===== config.mk =====
export PLATFORM = sky130hd
export DESIGN_NAME = stream_find_replace_all_flat
export DESIGN_NICKNAME = d
export VERILOG_FILES = /design/src/sv/sfr_pkg.sv /design/src/sv/sfr_if.sv /design/src/sv/sfr_queue.sv /design/src/sv/sfr_front.sv /design/src/sv/sfr_back.sv /design/src/sv/stream_find_replace_all.sv /design/src/flat_wrapper.sv
export VERILOG_INCLUDE_DIRS = /design/src /design/src/sv
export SDC_FILE = /design/constraint.sdc
export NUM_CORES = 1
export LEC_CHECK = 0
export BUFFER_PORTS_ARGS = -buffer_cell sky130_fd_sc_hd__buf_2
export CAP_MARGIN = 0
export CORE_MARGIN = 2
export CORE_UTILIZATION = 45
export CTS_BUF_LIST = sky130_fd_sc_hd__clkbuf_8
export CTS_CLUSTER_DIAMETER = 150
export DETAILED_ROUTE_END_ITERATION = 10
export GPL_TIMING_DRIVEN = 0
export PLACE_DENSITY_LB_ADDON = 0.1
export SKIP_LAST_GASP = 1
export SLEW_MARGIN = 5
export SYNTH_ARGS = -nofsm -noshare
export SYNTH_HDL_FRONTEND = slang
export SYNTH_SLANG_ARGS = --single-unit

===== constraint.sdc =====
create_clock -name i_clk -period 12.7 [get_ports i_clk]
set_clock_uncertainty 0.2 [all_clocks]
set_input_delay 2.54 -clock i_clk [delete_from_list [all_inputs] [get_ports i_clk]]
set_output_delay 2.54 -clock i_clk [all_outputs]
set_load 0.01 [all_outputs]

===== src/sv/stream_find_replace_all_macros.svh =====
// assertion macros for the stream find and replace block
`ifndef STREAM_FIND_REPLACE_ALL_MACROS_SVH
`define STREAM_FIND_REPLACE_ALL_MACROS_SVH
`ifndef SYNTHESIS
`define SFR_ASSERT(lbl, prop) \
    lbl: assert property (@(posedge i_clk) disable iff (!i_rst_n) prop) \
        else $error("sfr assertion failed");
`define SFR_ASSERT_IMPLY(lbl, a, b) `SFR_ASSERT(lbl, (a) |-> (b))
`else
`define SFR_ASSERT(lbl, prop)
`define SFR_ASSERT_IMPLY(lbl, a, b)
`endif
`endif


===== src/sv/sfr_pkg.sv =====
// shared types and constants of the stream find and replace block
package sfr_pkg;

    localparam int WIN_MAX = 8;
    localparam int WIN_IDX_W = $clog2(WIN_MAX);
    localparam int STEP_W = 5;
    localparam int CFG_IDX_W = 3;

    // configuration register indexes
    typedef enum logic [CFG_IDX_W-1:0] {
        REG_PATTERN_BYTES     = 3'd0,
        REG_PATTERN_LEN       = 3'd1,
        REG_REPLACEMENT_BYTES = 3'd2,
        REG_REPLACEMENT_LEN   = 3'd3,
        REG_OUT_SIZE          = 3'd4
    } t_reg_idx;

    typedef struct packed {
        logic [63:0] pattern_bytes;
        logic [3:0]  pattern_len;
        logic [63:0] replacement_bytes;
        logic [3:0]  replacement_len;
        logic [15:0] out_size;
    } t_cfg;

    // one classified input word: bytes to release, optional replacement, optional end
    typedef struct packed {
        logic [WIN_MAX-1:0][7:0] win;
        logic [3:0]              wcnt;
        logic                    rep;
        logic                    last;
        logic [STEP_W-1:0]       steps;
    } t_job;

    typedef struct packed {
        logic full;
        logic empty;
    } t_qstat;

endpackage


===== src/sv/sfr_if.sv =====
// stream and configuration channel interfaces
interface sfr_in_if;
    logic       valid;
    logic       ready;
    logic [7:0] content_byte;
    logic       content_last;
    modport source (output valid, output content_byte, output content_last, input ready);
    modport sink (input valid, input content_byte, input content_last, output ready);
endinterface

interface sfr_out_if;
    logic        valid;
    logic        ready;
    logic [7:0]  out_byte;
    logic        byte_present;
    logic        run_last;
    logic        content_done;
    logic [31:0] required_len;
    modport source (output valid, output out_byte, output byte_present, output run_last,
                    output content_done, output required_len, input ready);
    modport sink (input valid, input out_byte, input byte_present, input run_last,
                  input content_done, input required_len, output ready);
endinterface

interface sfr_cfg_if;
    logic        valid;
    logic        ready;
    logic [2:0]  index;
    logic [63:0] data;
    modport source (output valid, output index, output data, input ready);
    modport sink (input valid, input index, input data, output ready);
endinterface


===== src/sv/sfr_queue.sv =====
// two-entry job queue between front and back
module sfr_queue import sfr_pkg::*; (
    input  logic   i_clk,
    input  logic   i_rst_n,
    input  logic   i_push,
    input  t_job   i_job,
    input  logic   i_pop,
    output t_job   o_job,
    output t_qstat o_qs
);

    t_job       r_mem [2];
    logic       r_wp;
    logic       r_rp;
    logic [1:0] r_cnt;

    // pointers and fill level
    always_ff @(posedge i_clk) begin
        if (!i_rst_n) begin
            r_wp  <= 1'b0;
            r_rp  <= 1'b0;
            r_cnt <= 2'd0;
        end else begin
            if (i_push) r_wp <= ~r_wp;
            if (i_pop) r_rp <= ~r_rp;
            r_cnt <= r_cnt + 2'(i_push) - 2'(i_pop);
        end
    end

    // entry storage
    always_ff @(posedge i_clk) begin
        if (i_push) r_mem[r_wp] <= i_job;
    end

    assign o_job      = r_mem[r_rp];
    assign o_qs.full  = (r_cnt == 2'd2);
    assign o_qs.empty = (r_cnt == 2'd0);

endmodule


===== src/sv/sfr_front.sv =====
// front: holds pattern prefix bytes and classifies each content word into a job
module sfr_front import sfr_pkg::*; #(
    parameter int PATTERN_MAX     = 8,
    parameter int REPLACEMENT_MAX = 8
) (
    input  logic   i_clk,
    input  logic   i_rst_n,
    input  t_cfg   i_cfg,
    sfr_in_if.sink i_in,
    input  t_qstat i_qs,
    output logic   o_push,
    output t_job   o_job
);

    localparam int HC_W = $clog2(PATTERN_MAX);
    localparam int N_W  = $clog2(PATTERN_MAX + 1);

    logic [PATTERN_MAX-2:0][7:0] r_held;
    logic [HC_W-1:0]             r_hc;
    logic [HC_W-1:0]             n_hc;

    logic [PATTERN_MAX-1:0][7:0] held_ext;
    logic [PATTERN_MAX-1:0][7:0] win;
    logic [PATTERN_MAX*8-1:0]    shifted;
    logic [PATTERN_MAX-1:0]      ok;
    logic [N_W-1:0]              n;
    logic [N_W-1:0]              start;
    logic [N_W-1:0]              rem;
    logic [3:0]                  plen;
    logic [3:0]                  rlen;
    logic                        rep;
    logic                        accept;

    assign held_ext   = {8'h00, r_held};
    assign i_in.ready = !i_qs.full;
    assign accept     = i_in.valid && i_in.ready;

    // clamp lengths to the hardware limits
    always_comb begin
        plen = (i_cfg.pattern_len > 4'(PATTERN_MAX)) ? 4'(PATTERN_MAX) : i_cfg.pattern_len;
        rlen = (i_cfg.replacement_len > 4'(REPLACEMENT_MAX)) ?
               4'(REPLACEMENT_MAX) : i_cfg.replacement_len;
    end

    // window of held bytes plus the new byte
    always_comb begin
        for (int i = 0; i < PATTERN_MAX; i++) begin
            if (i < int'(r_hc)) win[i] = held_ext[i];
            else if (i == int'(r_hc)) win[i] = i_in.content_byte;
            else win[i] = 8'h00;
        end
        n = N_W'(r_hc) + N_W'(1);
    end

    // parallel prefix checks, one per candidate start
    always_comb begin
        logic [N_W-1:0] len;
        for (int s = 0; s < PATTERN_MAX; s++) begin
            len   = n - N_W'(s);
            ok[s] = (s < int'(n)) && (int'(len) <= int'(plen));
            for (int i = 0; i < PATTERN_MAX - s; i++) begin
                if (i < int'(len) && win[s+i] != i_cfg.pattern_bytes[i*8 +: 8]) ok[s] = 1'b0;
            end
        end
    end

    // leftmost start that is still a prefix
    always_comb begin
        start = n;
        if (plen != 4'd0) begin
            for (int s = PATTERN_MAX - 1; s >= 0; s--) begin
                if (ok[s]) start = N_W'(s);
            end
        end
        rem     = n - start;
        rep     = (plen != 4'd0) && (int'(rem) == int'(plen));
        shifted = win >> {start, 3'b000};
        n_hc    = (rep || i_in.content_last) ? '0 : HC_W'(rem);
    end

    // job for the back end
    always_comb begin
        o_job      = '0;
        o_job.win[PATTERN_MAX-1:0] = win;
        o_job.wcnt = (i_in.content_last && !rep) ? 4'(n) : 4'(start);
        o_job.rep  = rep;
        o_job.last = i_in.content_last;
        o_job.steps = STEP_W'(o_job.wcnt) + (rep ? STEP_W'(rlen) : STEP_W'(0))
                    + STEP_W'(i_in.content_last);
        o_push     = accept && (o_job.steps != '0);
    end

    // held state
    always_ff @(posedge i_clk) begin
        if (!i_rst_n) begin
            r_hc <= '0;
        end else if (accept) begin
            r_hc <= n_hc;
        end
    end

    always_ff @(posedge i_clk) begin
        if (accept) r_held <= shifted[(PATTERN_MAX-1)*8-1:0];
    end

endmodule


===== src/sv/sfr_back.sv =====
// back: steps through each job, counts and emits words through an output register
module sfr_back import sfr_pkg::*; (
    input  logic       i_clk,
    input  logic       i_rst_n,
    input  t_cfg       i_cfg,
    input  t_qstat     i_qs,
    input  t_job       i_job,
    output logic       o_pop,
    sfr_out_if.source  o_out
);

    logic [STEP_W-1:0] r_pos;
    logic [15:0]       r_emit;
    logic [31:0]       r_total;
    logic              r_ov;
    logic [7:0]        r_byte;
    logic              r_present;
    logic              r_run_last;
    logic              r_done;
    logic [31:0]       r_len;

    logic [15:0]       lim;
    logic [STEP_W-1:0] rep_idx;
    logic [7:0]        cur_byte;
    logic              is_final;
    logic              is_term;
    logic              present;
    logic              produces;
    logic              go;

    // decode the current step
    always_comb begin
        lim      = (i_cfg.out_size == 16'd0) ? 16'd0 : i_cfg.out_size - 16'd1;
        is_final = (r_pos == i_job.steps - STEP_W'(1));
        is_term  = is_final && i_job.last;
        rep_idx  = r_pos - STEP_W'(i_job.wcnt);
        if (r_pos < STEP_W'(i_job.wcnt)) cur_byte = i_job.win[r_pos[WIN_IDX_W-1:0]];
        else cur_byte = i_cfg.replacement_bytes[{rep_idx[WIN_IDX_W-1:0], 3'b000} +: 8];
        present  = (r_emit < lim);
        produces = is_term || present;
        go       = !i_qs.empty && (!produces || !r_ov || o_out.ready);
        o_pop    = go && is_final;
    end

    // step position, counters and output valid
    always_ff @(posedge i_clk) begin
        if (!i_rst_n) begin
            r_pos   <= '0;
            r_emit  <= '0;
            r_total <= '0;
            r_ov    <= 1'b0;
        end else begin
            // output valid: set on a produced word, cleared when taken
            if (go && produces) r_ov <= 1'b1;
            else if (o_out.ready) r_ov <= 1'b0;
            if (go) begin
                r_pos <= is_final ? '0 : r_pos + STEP_W'(1);
                if (is_term) begin
                    r_emit  <= '0;
                    r_total <= '0;
                end else begin
                    if (r_total != '1) r_total <= r_total + 32'd1;
                    if (present) r_emit <= r_emit + 16'd1;
                end
            end
        end
    end

    // output word payload
    always_ff @(posedge i_clk) begin
        if (go && produces) begin
            r_byte     <= is_term ? 8'h00 : cur_byte;
            r_present  <= !is_term;
            r_done     <= is_term;
            r_len      <= is_term ? r_total : 32'd0;
            r_run_last <= is_term || (!i_job.last && (is_final || (r_emit + 16'd1 == lim)));
        end
    end

    assign o_out.valid        = r_ov;
    assign o_out.out_byte     = r_byte;
    assign o_out.byte_present = r_present;
    assign o_out.run_last     = r_run_last;
    assign o_out.content_done = r_done;
    assign o_out.required_len = r_len;

endmodule


===== src/sv/stream_find_replace_all.sv =====
// top level of the stream find and replace block
// Content bytes enter on i_in, one word per byte, with content_last on the final
// byte. Every leftmost non-overlapping match of the pattern is replaced; bytes that
// may still start a match are held in the front until they are resolved.
// Results leave on o_out: byte words (byte_present high) and, after the final byte,
// one terminal word with content_done high and the full required length.
// run_last marks the last word caused by one input byte. Bytes after the first
// out_size-1 are counted but not sent. Registers are written on i_cfg (always
// ready); the user must do so only while idle, which the block does not enforce.
// An accepted byte's job is written into the job queue, and the back end then
// registers its first word in the output register. The back end takes one step
// per released, replacement or suppressed byte and terminal word; a byte that
// releases at most one byte sustains one byte per cycle unless o_out stalls.
// A two-entry job queue lets the front keep accepting while the back drains a
// longer run. A stall on o_out holds the output register and, once the queue
// fills, i_in.ready. Reset clears the held byte count, the counters and the
// queue, and loads the register reset values (out_size 65535, all others zero).
`include "stream_find_replace_all_macros.svh"
module stream_find_replace_all import sfr_pkg::*; #(
    parameter int PATTERN_MAX     = 8,
    parameter int REPLACEMENT_MAX = 8
) (
    input  logic      i_clk,
    input  logic      i_rst_n,
    sfr_cfg_if.sink   i_cfg,
    sfr_in_if.sink    i_in,
    sfr_out_if.source o_out
);

    t_cfg   r_cfg;
    t_job   w_push_job;
    t_job   w_head_job;
    t_qstat w_qs;
    logic   w_push;
    logic   w_pop;

    assign i_cfg.ready = 1'b1;

    // configuration registers
    always_ff @(posedge i_clk) begin
        if (!i_rst_n) begin
            r_cfg <= '{pattern_bytes: '0, pattern_len: '0, replacement_bytes: '0,
                       replacement_len: '0, out_size: 16'hFFFF};
        end else if (i_cfg.valid) begin
            unique case (i_cfg.index)
                REG_PATTERN_BYTES:     r_cfg.pattern_bytes     <= i_cfg.data;
                REG_PATTERN_LEN:       r_cfg.pattern_len       <= i_cfg.data[3:0];
                REG_REPLACEMENT_BYTES: r_cfg.replacement_bytes <= i_cfg.data;
                REG_REPLACEMENT_LEN:   r_cfg.replacement_len   <= i_cfg.data[3:0];
                REG_OUT_SIZE:          r_cfg.out_size          <= i_cfg.data[15:0];
                default: ;
            endcase
        end
    end

    sfr_front #(
        .PATTERN_MAX     (PATTERN_MAX),
        .REPLACEMENT_MAX (REPLACEMENT_MAX)
    ) u_front (
        .i_clk   (i_clk),
        .i_rst_n (i_rst_n),
        .i_cfg   (r_cfg),
        .i_in    (i_in),
        .i_qs    (w_qs),
        .o_push  (w_push),
        .o_job   (w_push_job)
    );

    sfr_queue u_queue (
        .i_clk   (i_clk),
        .i_rst_n (i_rst_n),
        .i_push  (w_push),
        .i_job   (w_push_job),
        .i_pop   (w_pop),
        .o_job   (w_head_job),
        .o_qs    (w_qs)
    );

    sfr_back u_back (
        .i_clk   (i_clk),
        .i_rst_n (i_rst_n),
        .i_cfg   (r_cfg),
        .i_qs    (w_qs),
        .i_job   (w_head_job),
        .o_pop   (w_pop),
        .o_out   (o_out)
    );

    // checks
    `SFR_ASSERT_IMPLY(a_term_is_last, o_out.valid && o_out.content_done,
                      o_out.run_last && !o_out.byte_present)
    `SFR_ASSERT_IMPLY(a_byte_no_len, o_out.valid && o_out.byte_present,
                      o_out.required_len == 32'd0 && !o_out.content_done)
    `SFR_ASSERT(a_queue_level, !(w_qs.full && w_qs.empty))

endmodule

===== src/flat_wrapper.sv =====
// flat-port wrapper written by rule: the top's interface ports become plain ports
module stream_find_replace_all_flat import sfr_pkg::*;
#(
    parameter int PATTERN_MAX     = 8,
    parameter int REPLACEMENT_MAX = 8
)
  (i_clk, i_rst_n, i_cfg_valid, i_cfg_index, i_cfg_data, i_cfg_ready, i_in_valid, i_in_content_byte, i_in_content_last, i_in_ready, o_out_valid, o_out_out_byte, o_out_byte_present, o_out_run_last, o_out_content_done, o_out_required_len, o_out_ready);
  sfr_cfg_if i_cfg_i ();
  sfr_in_if i_in_i ();
  sfr_out_if o_out_i ();
  input  logic i_clk;
  input  logic i_rst_n;
  input wire logic [$bits(i_cfg_i.valid)-1:0] i_cfg_valid;
  input wire logic [$bits(i_cfg_i.index)-1:0] i_cfg_index;
  input wire logic [$bits(i_cfg_i.data)-1:0] i_cfg_data;
  output wire logic [$bits(i_cfg_i.ready)-1:0] i_cfg_ready;
  input wire logic [$bits(i_in_i.valid)-1:0] i_in_valid;
  input wire logic [$bits(i_in_i.content_byte)-1:0] i_in_content_byte;
  input wire logic [$bits(i_in_i.content_last)-1:0] i_in_content_last;
  output wire logic [$bits(i_in_i.ready)-1:0] i_in_ready;
  output wire logic [$bits(o_out_i.valid)-1:0] o_out_valid;
  output wire logic [$bits(o_out_i.out_byte)-1:0] o_out_out_byte;
  output wire logic [$bits(o_out_i.byte_present)-1:0] o_out_byte_present;
  output wire logic [$bits(o_out_i.run_last)-1:0] o_out_run_last;
  output wire logic [$bits(o_out_i.content_done)-1:0] o_out_content_done;
  output wire logic [$bits(o_out_i.required_len)-1:0] o_out_required_len;
  input wire logic [$bits(o_out_i.ready)-1:0] o_out_ready;
  assign i_cfg_i.valid = i_cfg_valid;
  assign i_cfg_i.index = i_cfg_index;
  assign i_cfg_i.data = i_cfg_data;
  assign i_cfg_ready = i_cfg_i.ready;
  assign i_in_i.valid = i_in_valid;
  assign i_in_i.content_byte = i_in_content_byte;
  assign i_in_i.content_last = i_in_content_last;
  assign i_in_ready = i_in_i.ready;
  assign o_out_valid = o_out_i.valid;
  assign o_out_out_byte = o_out_i.out_byte;
  assign o_out_byte_present = o_out_i.byte_present;
  assign o_out_run_last = o_out_i.run_last;
  assign o_out_content_done = o_out_i.content_done;
  assign o_out_required_len = o_out_i.required_len;
  assign o_out_i.ready = o_out_ready;
  stream_find_replace_all #(.PATTERN_MAX(PATTERN_MAX), .REPLACEMENT_MAX(REPLACEMENT_MAX)) u_core (.i_clk(i_clk), .i_rst_n(i_rst_n), .i_cfg(i_cfg_i), .i_in(i_in_i), .o_out(o_out_i));
endmodule

* After elaboration in Yosys (flattened, before gate mapping) *
Memory sizes are Yosys's and may differ from the RTL's. A register that Yosys moved wholly into a read port is not among the register bits.
Index checks and enable logic that the tools add are counted.
W data, S select, Z words.

operators by class
  reductions and logical operators = 82
  bitwise logic cells = 2
  mux-type cells = 80
  $lt $le $gt $ge = 56
  add/subtract/negate cells = 19
  shift operators = 2
  equal/unequal tests = 52

operators by type and width
  operator                 count
  $ne A8 B8 Y1             36
  $mux W8                  17
  $mux W32                 2
  $shiftx A64 B7 Y8        1
  $shr A64 B7 Y56          1
  $lt A1 B4 Y1 const A     15
  $logic_and A1 B1 Y1      53
  $mux W4                  13
  $mux W16                 3
  $lt A2 B4 Y1 const A     11
  $mux W1                  42
  $lt A3 B4 Y1 const A     10
  $add A32 B1 Y32 const B  1
  $le A4 B4 Y1             8
  $ne A32 B32 Y1 const B   1
  $bmux W8 S3              1
  $add A16 B1 Y16 const B  1
  $eq A16 B16 Y1           1
  $logic_not A16 Y1        1
  $lt A16 B16 Y1           1
  $sub A16 B1 Y16 const B  1
  $sub A4 B3 Y4 const B    4
  $reduce_and A2 Y1        7
  $eq A3 B3 Y1 const A     4
  35 further kinds         58

storage, ports and cells
  memory bits (writable) = 150
  output and inout bits = 46
  flip-flop bits (word level) = 312
  memories = 1

memories
  memory                words  width  rd ports  clocked after Yosys merged registers in  write ports  line             RTL
  u_core.u_queue.r_mem  2      75     1         1                                        1            sfr_queue.sv:12  t_job r_mem [2];

* Longest topological paths before layout *
Gate-level depths: netlist of the first run.

  depth in word-level cells = 27
  mapped depth = 47
  depth with buffers taken out = 38

* Hierarchy *
Synthesis of the first run repeated with hierarchy kept, for this count alone.

unflattened totals
  cells, all modules = 3156
  area, all modules = 30595.6 um2

by module, submodules not included
  module                   area each (um2)  times used  cells each
  sfr_front                12171.7          1           1624
  sfr_back                 6682.7           1           692
  stream_find_replace_all  5901.9           1           586
  sfr_queue                5839.4           1           254

* Worst setup path after synthesis of the first run *
OpenSTA, ideal clock, no wires.

  path type = input to register
  start point = input i_in_content_byte[0]
  end point = memory u_core.u_queue.r_mem[0][0] (netlist bit), enable pin
  path slack = 0.192 ns
  buffers on the path = 4
  arrival time = 11.800 ns
  required time = 11.992 ns
  stages = 30
  path through = buf_2 > nor4bb_1 > o21ai_4 > xnor2_1 > nor4_1 > a31oi_1 > or4b_4 > o211ai_1 > o211ai_1 > a31o_1 > buf_6 > buf_6 > buf_4 > ha_1 > inv_1 > fa_1 > xnor2_1 > nor4_1 > nor2b_1 > and3_1 > nor2_1 > nand2_1 > mux2_2 > fa_1 > fa_1 > xnor2_1 > inv_1 > or4_1 > o21ai_0 > nor2_1

RTL lines
  what                line                RTL
  start: declaration  flat_wrapper.sv:18  input wire logic [$bits(i_in_i.content_byte)-1:0] i_in_content_byte;
  end: declaration    sfr_queue.sv:12

==> results of run 1 <==
timing repair:
item	CTS	global route
gates cloned	0	0
resized for setup	3	17
setup endpoints to repair	117	149
setup buffers	0	0
cells by family after synthesis:
| logic type | share of synthesized area, % |
|---|---|
| multiplexers | 8.42 |
| AO/OA/AOI/OAI | 16.2 |
| other | 0.0128 |
| AND/OR/NAND/NOR | 18.9 |
| XOR/XNOR | 7.92 |
| adder cells (fa/ha/maj) | 3.09 |
| buffers and inverters | 5.58 |
| flip-flops | 39.9 |
final cells by class:
cell class | instances | area [sq um]
Multi-Input combinational cell | 2312 | 16000
Inverter | 135 | 510
Timing Repair Buffer | 131 | 776
Clock buffer | 91 | 1250
Fill cell | 6107 | 31500
Tap cell | 855 | 1070
Clock inverter | 60 | 473
Antenna cell | 8 | 20.0
Buffer | 251 | 1130
Sequential cell | 461 | 11700
layout by cell type, fill, tap and decap left out, types with 59 or more instances in the layout:
master    synthesis  routed
nor2_1          178     176
inv_1           124     150
o21ai_0         110     109
clkbuf_8          0      91
a21oi_1          62      62
clkbuf_1        169     161
nand2_1         480     480
a22oi_1          67      67
nand3_1          59      59
edfxtp_1        247     247
mux2i_1         102     102
dfxtp_1         214     214
ha_1             66      66
xnor2_1         192     192
xor2_1           73      73
a21boi_0        133     133
buf_2            37     161
where the power goes:
part	switching, mW	internal, mW
Combinational	0.566	0.313
Clock	0.673	0.776
Sequential	0.0571	1.72
Total	1.30	2.80
registers in the layout (all words and copies together), names as in the netlist, 2 cells and up, named ones only:
signal and flops:
u_core.r_cfg 152, u_core.u_queue.r_mem 148, u_core.u_front.held_ext 56, u_core.u_back.o_out.required_len 32, u_core.u_back.r_total 32, u_core.u_back.r_emit 16
u_core.u_back.o_out.out_byte 8, u_core.u_back.r_pos 5, u_core.u_front.r_hc 3, u_core.u_queue.r_cnt 2
final timing paths:
kind                                              from                      end  slack [ps]  cells after the start
worst max-delay path              i_in_content_byte[2]  u_core.u_queue.r_cnt[1]         240                     39
worst max register to register  u_core.u_front.r_hc[1]  u_core.u_queue.r_cnt[1]         410                     41
worst min-delay path                  u_core.r_cfg[54]         u_core.r_cfg[54]         260                      2
worst min register to register        u_core.r_cfg[54]         u_core.r_cfg[54]         260                      2
layer usage:
layer  up-vias  global-route usage (%)  share of wire (%)
li1      11800                       -                  -
met1     13600                    49.6                 39
met2      1886                    58.3                 43
met3       477                    12.0                 12
met4         4                    19.6                6.1
met5         -                       0              0.019
worst max-delay path, delay by kind of cell:
family,cells,cell delay [ps]
compound gates,10,2790
xor+xnor,4,560
fa+ha+maj,6,1890
buf+inv,10,2520
mux,1,400
simple gates,8,2130
per-stage QoR:
stage	utilization [%]	std cells	cell area, sq um
5_1_grt	51.1	4298	32900
4_1_cts	51.1	4300	32900
3_3_place_gp	48.1	4142	31000
3_5_place_dp	48.4	4149	31200
6_report	51.1	4304	33000
2_1_floorplan	-	3163	29300
==> key figures, run 1 <==
Yosys
  • Count leader, synth: nand2_1
  • Synth top area share: 25.3%
  • Synth cell types: 103
  • Most common library cells after synthesis: nand2_1 (480), edfxtp_1 (247), dfxtp_1 (214), xnor2_1 (192), nor2_1 (178)
  • Synthesized area: 0.0293 sq mm
  • FFs w/ async S/R, synth: 0%
  • Avg Cell Area, Syn: 9.27 sq um
  • Sequential area share after synthesis: 39.9%
  • Yosys top cell by area: edfxtp_1
  • Synth area leaders: edfxtp_1 (25%), dfxtp_1 (15%), nand2_1 (6.1%)
  • Post-Syn Instances: 3163
  • Syn nets: 3314
  • Most used DFF post-synth: edfxtp_1
  • EDFF count, synth: 247
  • Number of synthesized register bits: 461
  • Synthesis Warnings: 0

Floorplanning
  • Initial core utilization: 45.5%
  • Die width: 259 microns
  • Core Box Area: 0.0645 sq mm
  • Die area: 0.0672 sq mm
  • Row count: 93
  • Boundary pin count: 127
  • Die H: 259 microns

Clock network
  • CTS Buf Count: 82
  • Root Buffer: clkbuf_8
  • Clock Tree Buf Depth: 3
  • CTS tree: done
  • Clock Latency Late Sink: 730 ps
  • CTS hold repair buffers: 0
  • Clock Sinks: 461
  • Worst-path clk slew: 60 ps
  • H-tree Lvls: 3

Cells and area
  • Share of layout cells above drive strength 1: 12.4%
  • Area growth syn-to-layout: 12.4%
  • Post-layout net count: 3525

Setup path
  • Critical path fanouts, max: 10
  • CP max stage cell: a221oi_2
  • CP arrival: 12860 ps
  • CP peak stage delay: 540 ps
  • CP endpoint kind: flop
  • Worst Setup Path Type: in -> reg
  • CP Launch Type: primary input
  • Crit path required time: 13100 ps

STA
  • Max-Slew Margin vs Limit: 7.42%
  • Min Hold Slack: 261 ps
  • Final Hold Fails: 0
  • Final setup margin: 242 ps
  • Worst Tran Pin Value: 1380 ps
  • Final slew viol count: 0
  • TNS Setup: 0 ps
  • Tmin final: 12460 ps
  • Highest Clock Rate: 0.0803 GHz
  • RSZ-0062 raised after global routing: false
  • # setup viols final: 0
  • Final period util: 98.1%

Detailed routing
  • Router iterations before antenna repair: 9
  • Vias/cell: 6.45
  • Drt wl/cell: 30.6 microns
  • Antenna viol nets, final: 0
  • DRT iter0 DRCs: 4220
  • Final wirelength: 132000 microns
  • DRC violations left: 0
  • Via count: 27.8k

Global routing
  • Vias in the first global route: 26.4k
  • Largest net degree at the start of global routing: 43
  • Wire length of the first global-routing pass: 185000 microns
  • Grt ovf: 0
  • Initial antenna violation count: 6
  • Gr usage total: 38.5%

Worst hold path
  • Hold Path Class: reg -> reg

Status
  • Outcome: finished clean

Pwr
  • Maximum vdd ir drop: 0.0000849 V
  • Overall Power: 4.10 mW
  • Leak: 12.4 nW
  • PwrDens: 124 mW/mm^2

Placed design
  • Number of port buffers: 124
  • Pre-CTS setup slack: -1050 ps
  • Routability cong.: 1.09
  • Dpl hpwl: 100000 microns

Flow run
  • Total of max-cap violations: 0
Power figures use the tool's default switching activity.
==> run 2, diff against run 1 <==
--- a/config.mk
+++ b/config.mk
@@ -14,7 +14,9 @@
 export CTS_CLUSTER_DIAMETER = 150
 export DETAILED_ROUTE_END_ITERATION = 10
 export GPL_TIMING_DRIVEN = 0
+export MAX_ROUTING_LAYER = met4
 export PLACE_DENSITY_LB_ADDON = 0.1
+export REMOVE_ABC_BUFFERS = 1
 export SKIP_LAST_GASP = 1
 export SLEW_MARGIN = 5
 export SYNTH_ARGS = -nofsm -noshare
==> key figures, run 2 (synthesis results as in run 1) <==
Status
  • Outcome: finished clean

Setup path
  • CP arrival: 12660 ps
  • Crit path required time: 13080 ps
  • Cell family with most CP delay: simple AND/OR/NAND/NOR gates
  • Crit path buf inv count: 5
  • Critical path fanouts, max: 29
  • CP endpoint kind: flop
  • Worst r2r src: u_core.u_front.r_hc[2]
  • CP peak stage delay: 690 ps
  • CP max stage cell: nor4_1
  • Crit. Startpoint: i_in_content_byte[4]
  • Worst Setup Path Type: in -> reg
  • CP Launch Type: primary input
  • Worst path most repeated cell: xnor2_1

Floorplanning
  • Die area: 0.0672 sq mm
  • Boundary pin count: 127
  • Row count: 93
  • Die width: 259 microns
  • Core Box Area: 0.0645 sq mm
  • Initial core utilization: 45.5%
  • Die H: 259 microns

Global routing
  • Gr usage total: 33.0%
  • Initial antenna violation count: 5
  • Wire length of the first global-routing pass: 160000 microns
  • Grt ovf: 0
  • Vias in the first global route: 24.4k
  • Largest net degree at the start of global routing: 126

Worst hold path
  • Hold_sp: u_core.r_cfg[25]
  • Hold Path Class: reg -> reg

Placed design
  • Dpl hpwl: 76000 microns
  • Placed Instances: 3907
  • Post-DP Area: 0.0304 sq mm
  • Pre-CTS setup slack: -380 ps
  • Number of port buffers: 125
  • Routability cong.: 1.01

Pwr
  • Switching Fraction: 30.4%
  • Gate power share: 19.0%
  • Leak: 12.0 nW
  • Overall Power: 4.05 mW
  • Maximum vdd ir drop: 0.0000725 V
  • Seq pwr share: 44.6%
  • PwrDens: 126 mW/mm^2
  • Clock power share: 36.4%
  • Internal power: 2.82 mW
  • NetSw: 1.23 mW

STA
  • # setup viols final: 0
  • Max-Slew Margin vs Limit: 6.74%
  • RSZ-0062 raised after global routing: false
  • Highest Clock Rate: 0.0814 GHz
  • Final period util: 96.7%
  • Final Hold Fails: 0
  • Final slew viol count: 0
  • TNS Setup: 0 ps
  • Tmin final: 12280 ps
  • Worst Tran Pin Value: 1400 ps
  • Min Hold Slack: 260 ps
  • Final setup margin: 421 ps

Detailed routing
  • Router iterations before antenna repair: 6
  • DRC violations left: 0
  • Vias/cell: 6.26
  • DRT iter0 DRCs: 2892
  • Via count: 25.4k
  • Final wirelength: 109000 microns
  • Antenna viol nets, final: 0
  • Drt wl/cell: 26.8 microns

Clock network
  • Clock Tree Buf Depth: 3
  • Root Buffer: clkbuf_8
  • Worst-path clk slew: 60 ps
  • Clock Sinks: 461
  • CTS tree: done
  • CTS Buf Count: 84
  • H-tree Lvls: 3
  • CTS hold repair buffers: 0
  • Clock Latency Late Sink: 750 ps
  • Setup Buffers After CTS: 0

Cells and area
  • Most common cell after layout, fill and taps aside: nand2_1
  • Post-Layout Cell Count: 4064
  • Most frequent cells in the layout: nand2_1 (479), edfxtp_1 (247), dfxtp_1 (209), xnor2_1 (192), nor2_1 (175)
  • Share of layout cells above drive strength 1: 12.1%
  • Fillers: 6090
  • Post-layout net count: 3289
  • Top reg by flops: u_core.r_cfg
  • Area growth syn-to-layout: 9.60%
  • Cell area after layout: 0.0321 sq mm
  • Fin util: 49.8%
  • Largest register FFs: 152

Flow run
  • Total of max-cap violations: 0
## run 2: cell types whose count changed in the layout (fill, tap and decap cells not counted), sizes merged
cell and change:
clkbuf -162, inv +4, clkinv -8, diode -5, buf -70, clkdlybuf4s15 -1
clkinvlp +2
## run 2: power by group through the flow
stage | Sequential, mW | Clock, mW | Combinational (mW)
final | 1.81 | 1.47 | 0.769
after global routing | 1.82 | 1.56 | 0.829
after CTS | 1.81 | 1.50 | 0.775
after detailed placement | 1.84 | 0 | 0.771
after global placement | 1.86 | 0 | 0.724
after floorplan | 1.84 | 0 | 0.440
## run 2: routing by layer
metal / up-vias / GRT usage [%] / share of wire [%]
met5: - / - / 0
li1: 11400 / - / -
met4: 0 / 15.6 / 5.2
met3: 323 / 6.75 / 9.0
met2: 1372 / 49.3 / 44
met1: 12400 / 42.9 / 42
## run 2: path summary, 6_finish.rpt
| kind | end | slack, ps | cells past startpoint |
|---|---|---|---|
| min | u_core.r_cfg[25] | 260 | 2 |
| max reg2reg | u_core.u_queue.r_cnt[1] | 500 | 33 |
| max | u_core.u_queue.r_cnt[1] | 420 | 35 |
| min reg2reg | u_core.r_cfg[25] | 260 | 2 |
## run 2: layout make-up
cell class	instances	area [sq um]	area share, %
multi-input cells	2312	16000	49.9
flip-flops and latches	461	11700	36.5
clock buffers	96	1320	4.11
well taps	855	1070	3.33
repair buffers	144	1050	3.26
inverters	135	510	1.59
clock inverters	58	417	1.30
diodes	3	7.51	0.0234
## run 2: repair_timing
item | 4_1_cts | 5_1_grt
endpoints found under the hold margin | 0 | 0
gates resized for setup | 0 | 1
setup endpoints to repair | 0 | 79
## run 2: worst min-delay path: stages, from the launching register on
cell and delay [ps]:
dfxtp_1 300, nand2_1 40, a21boi_0 60
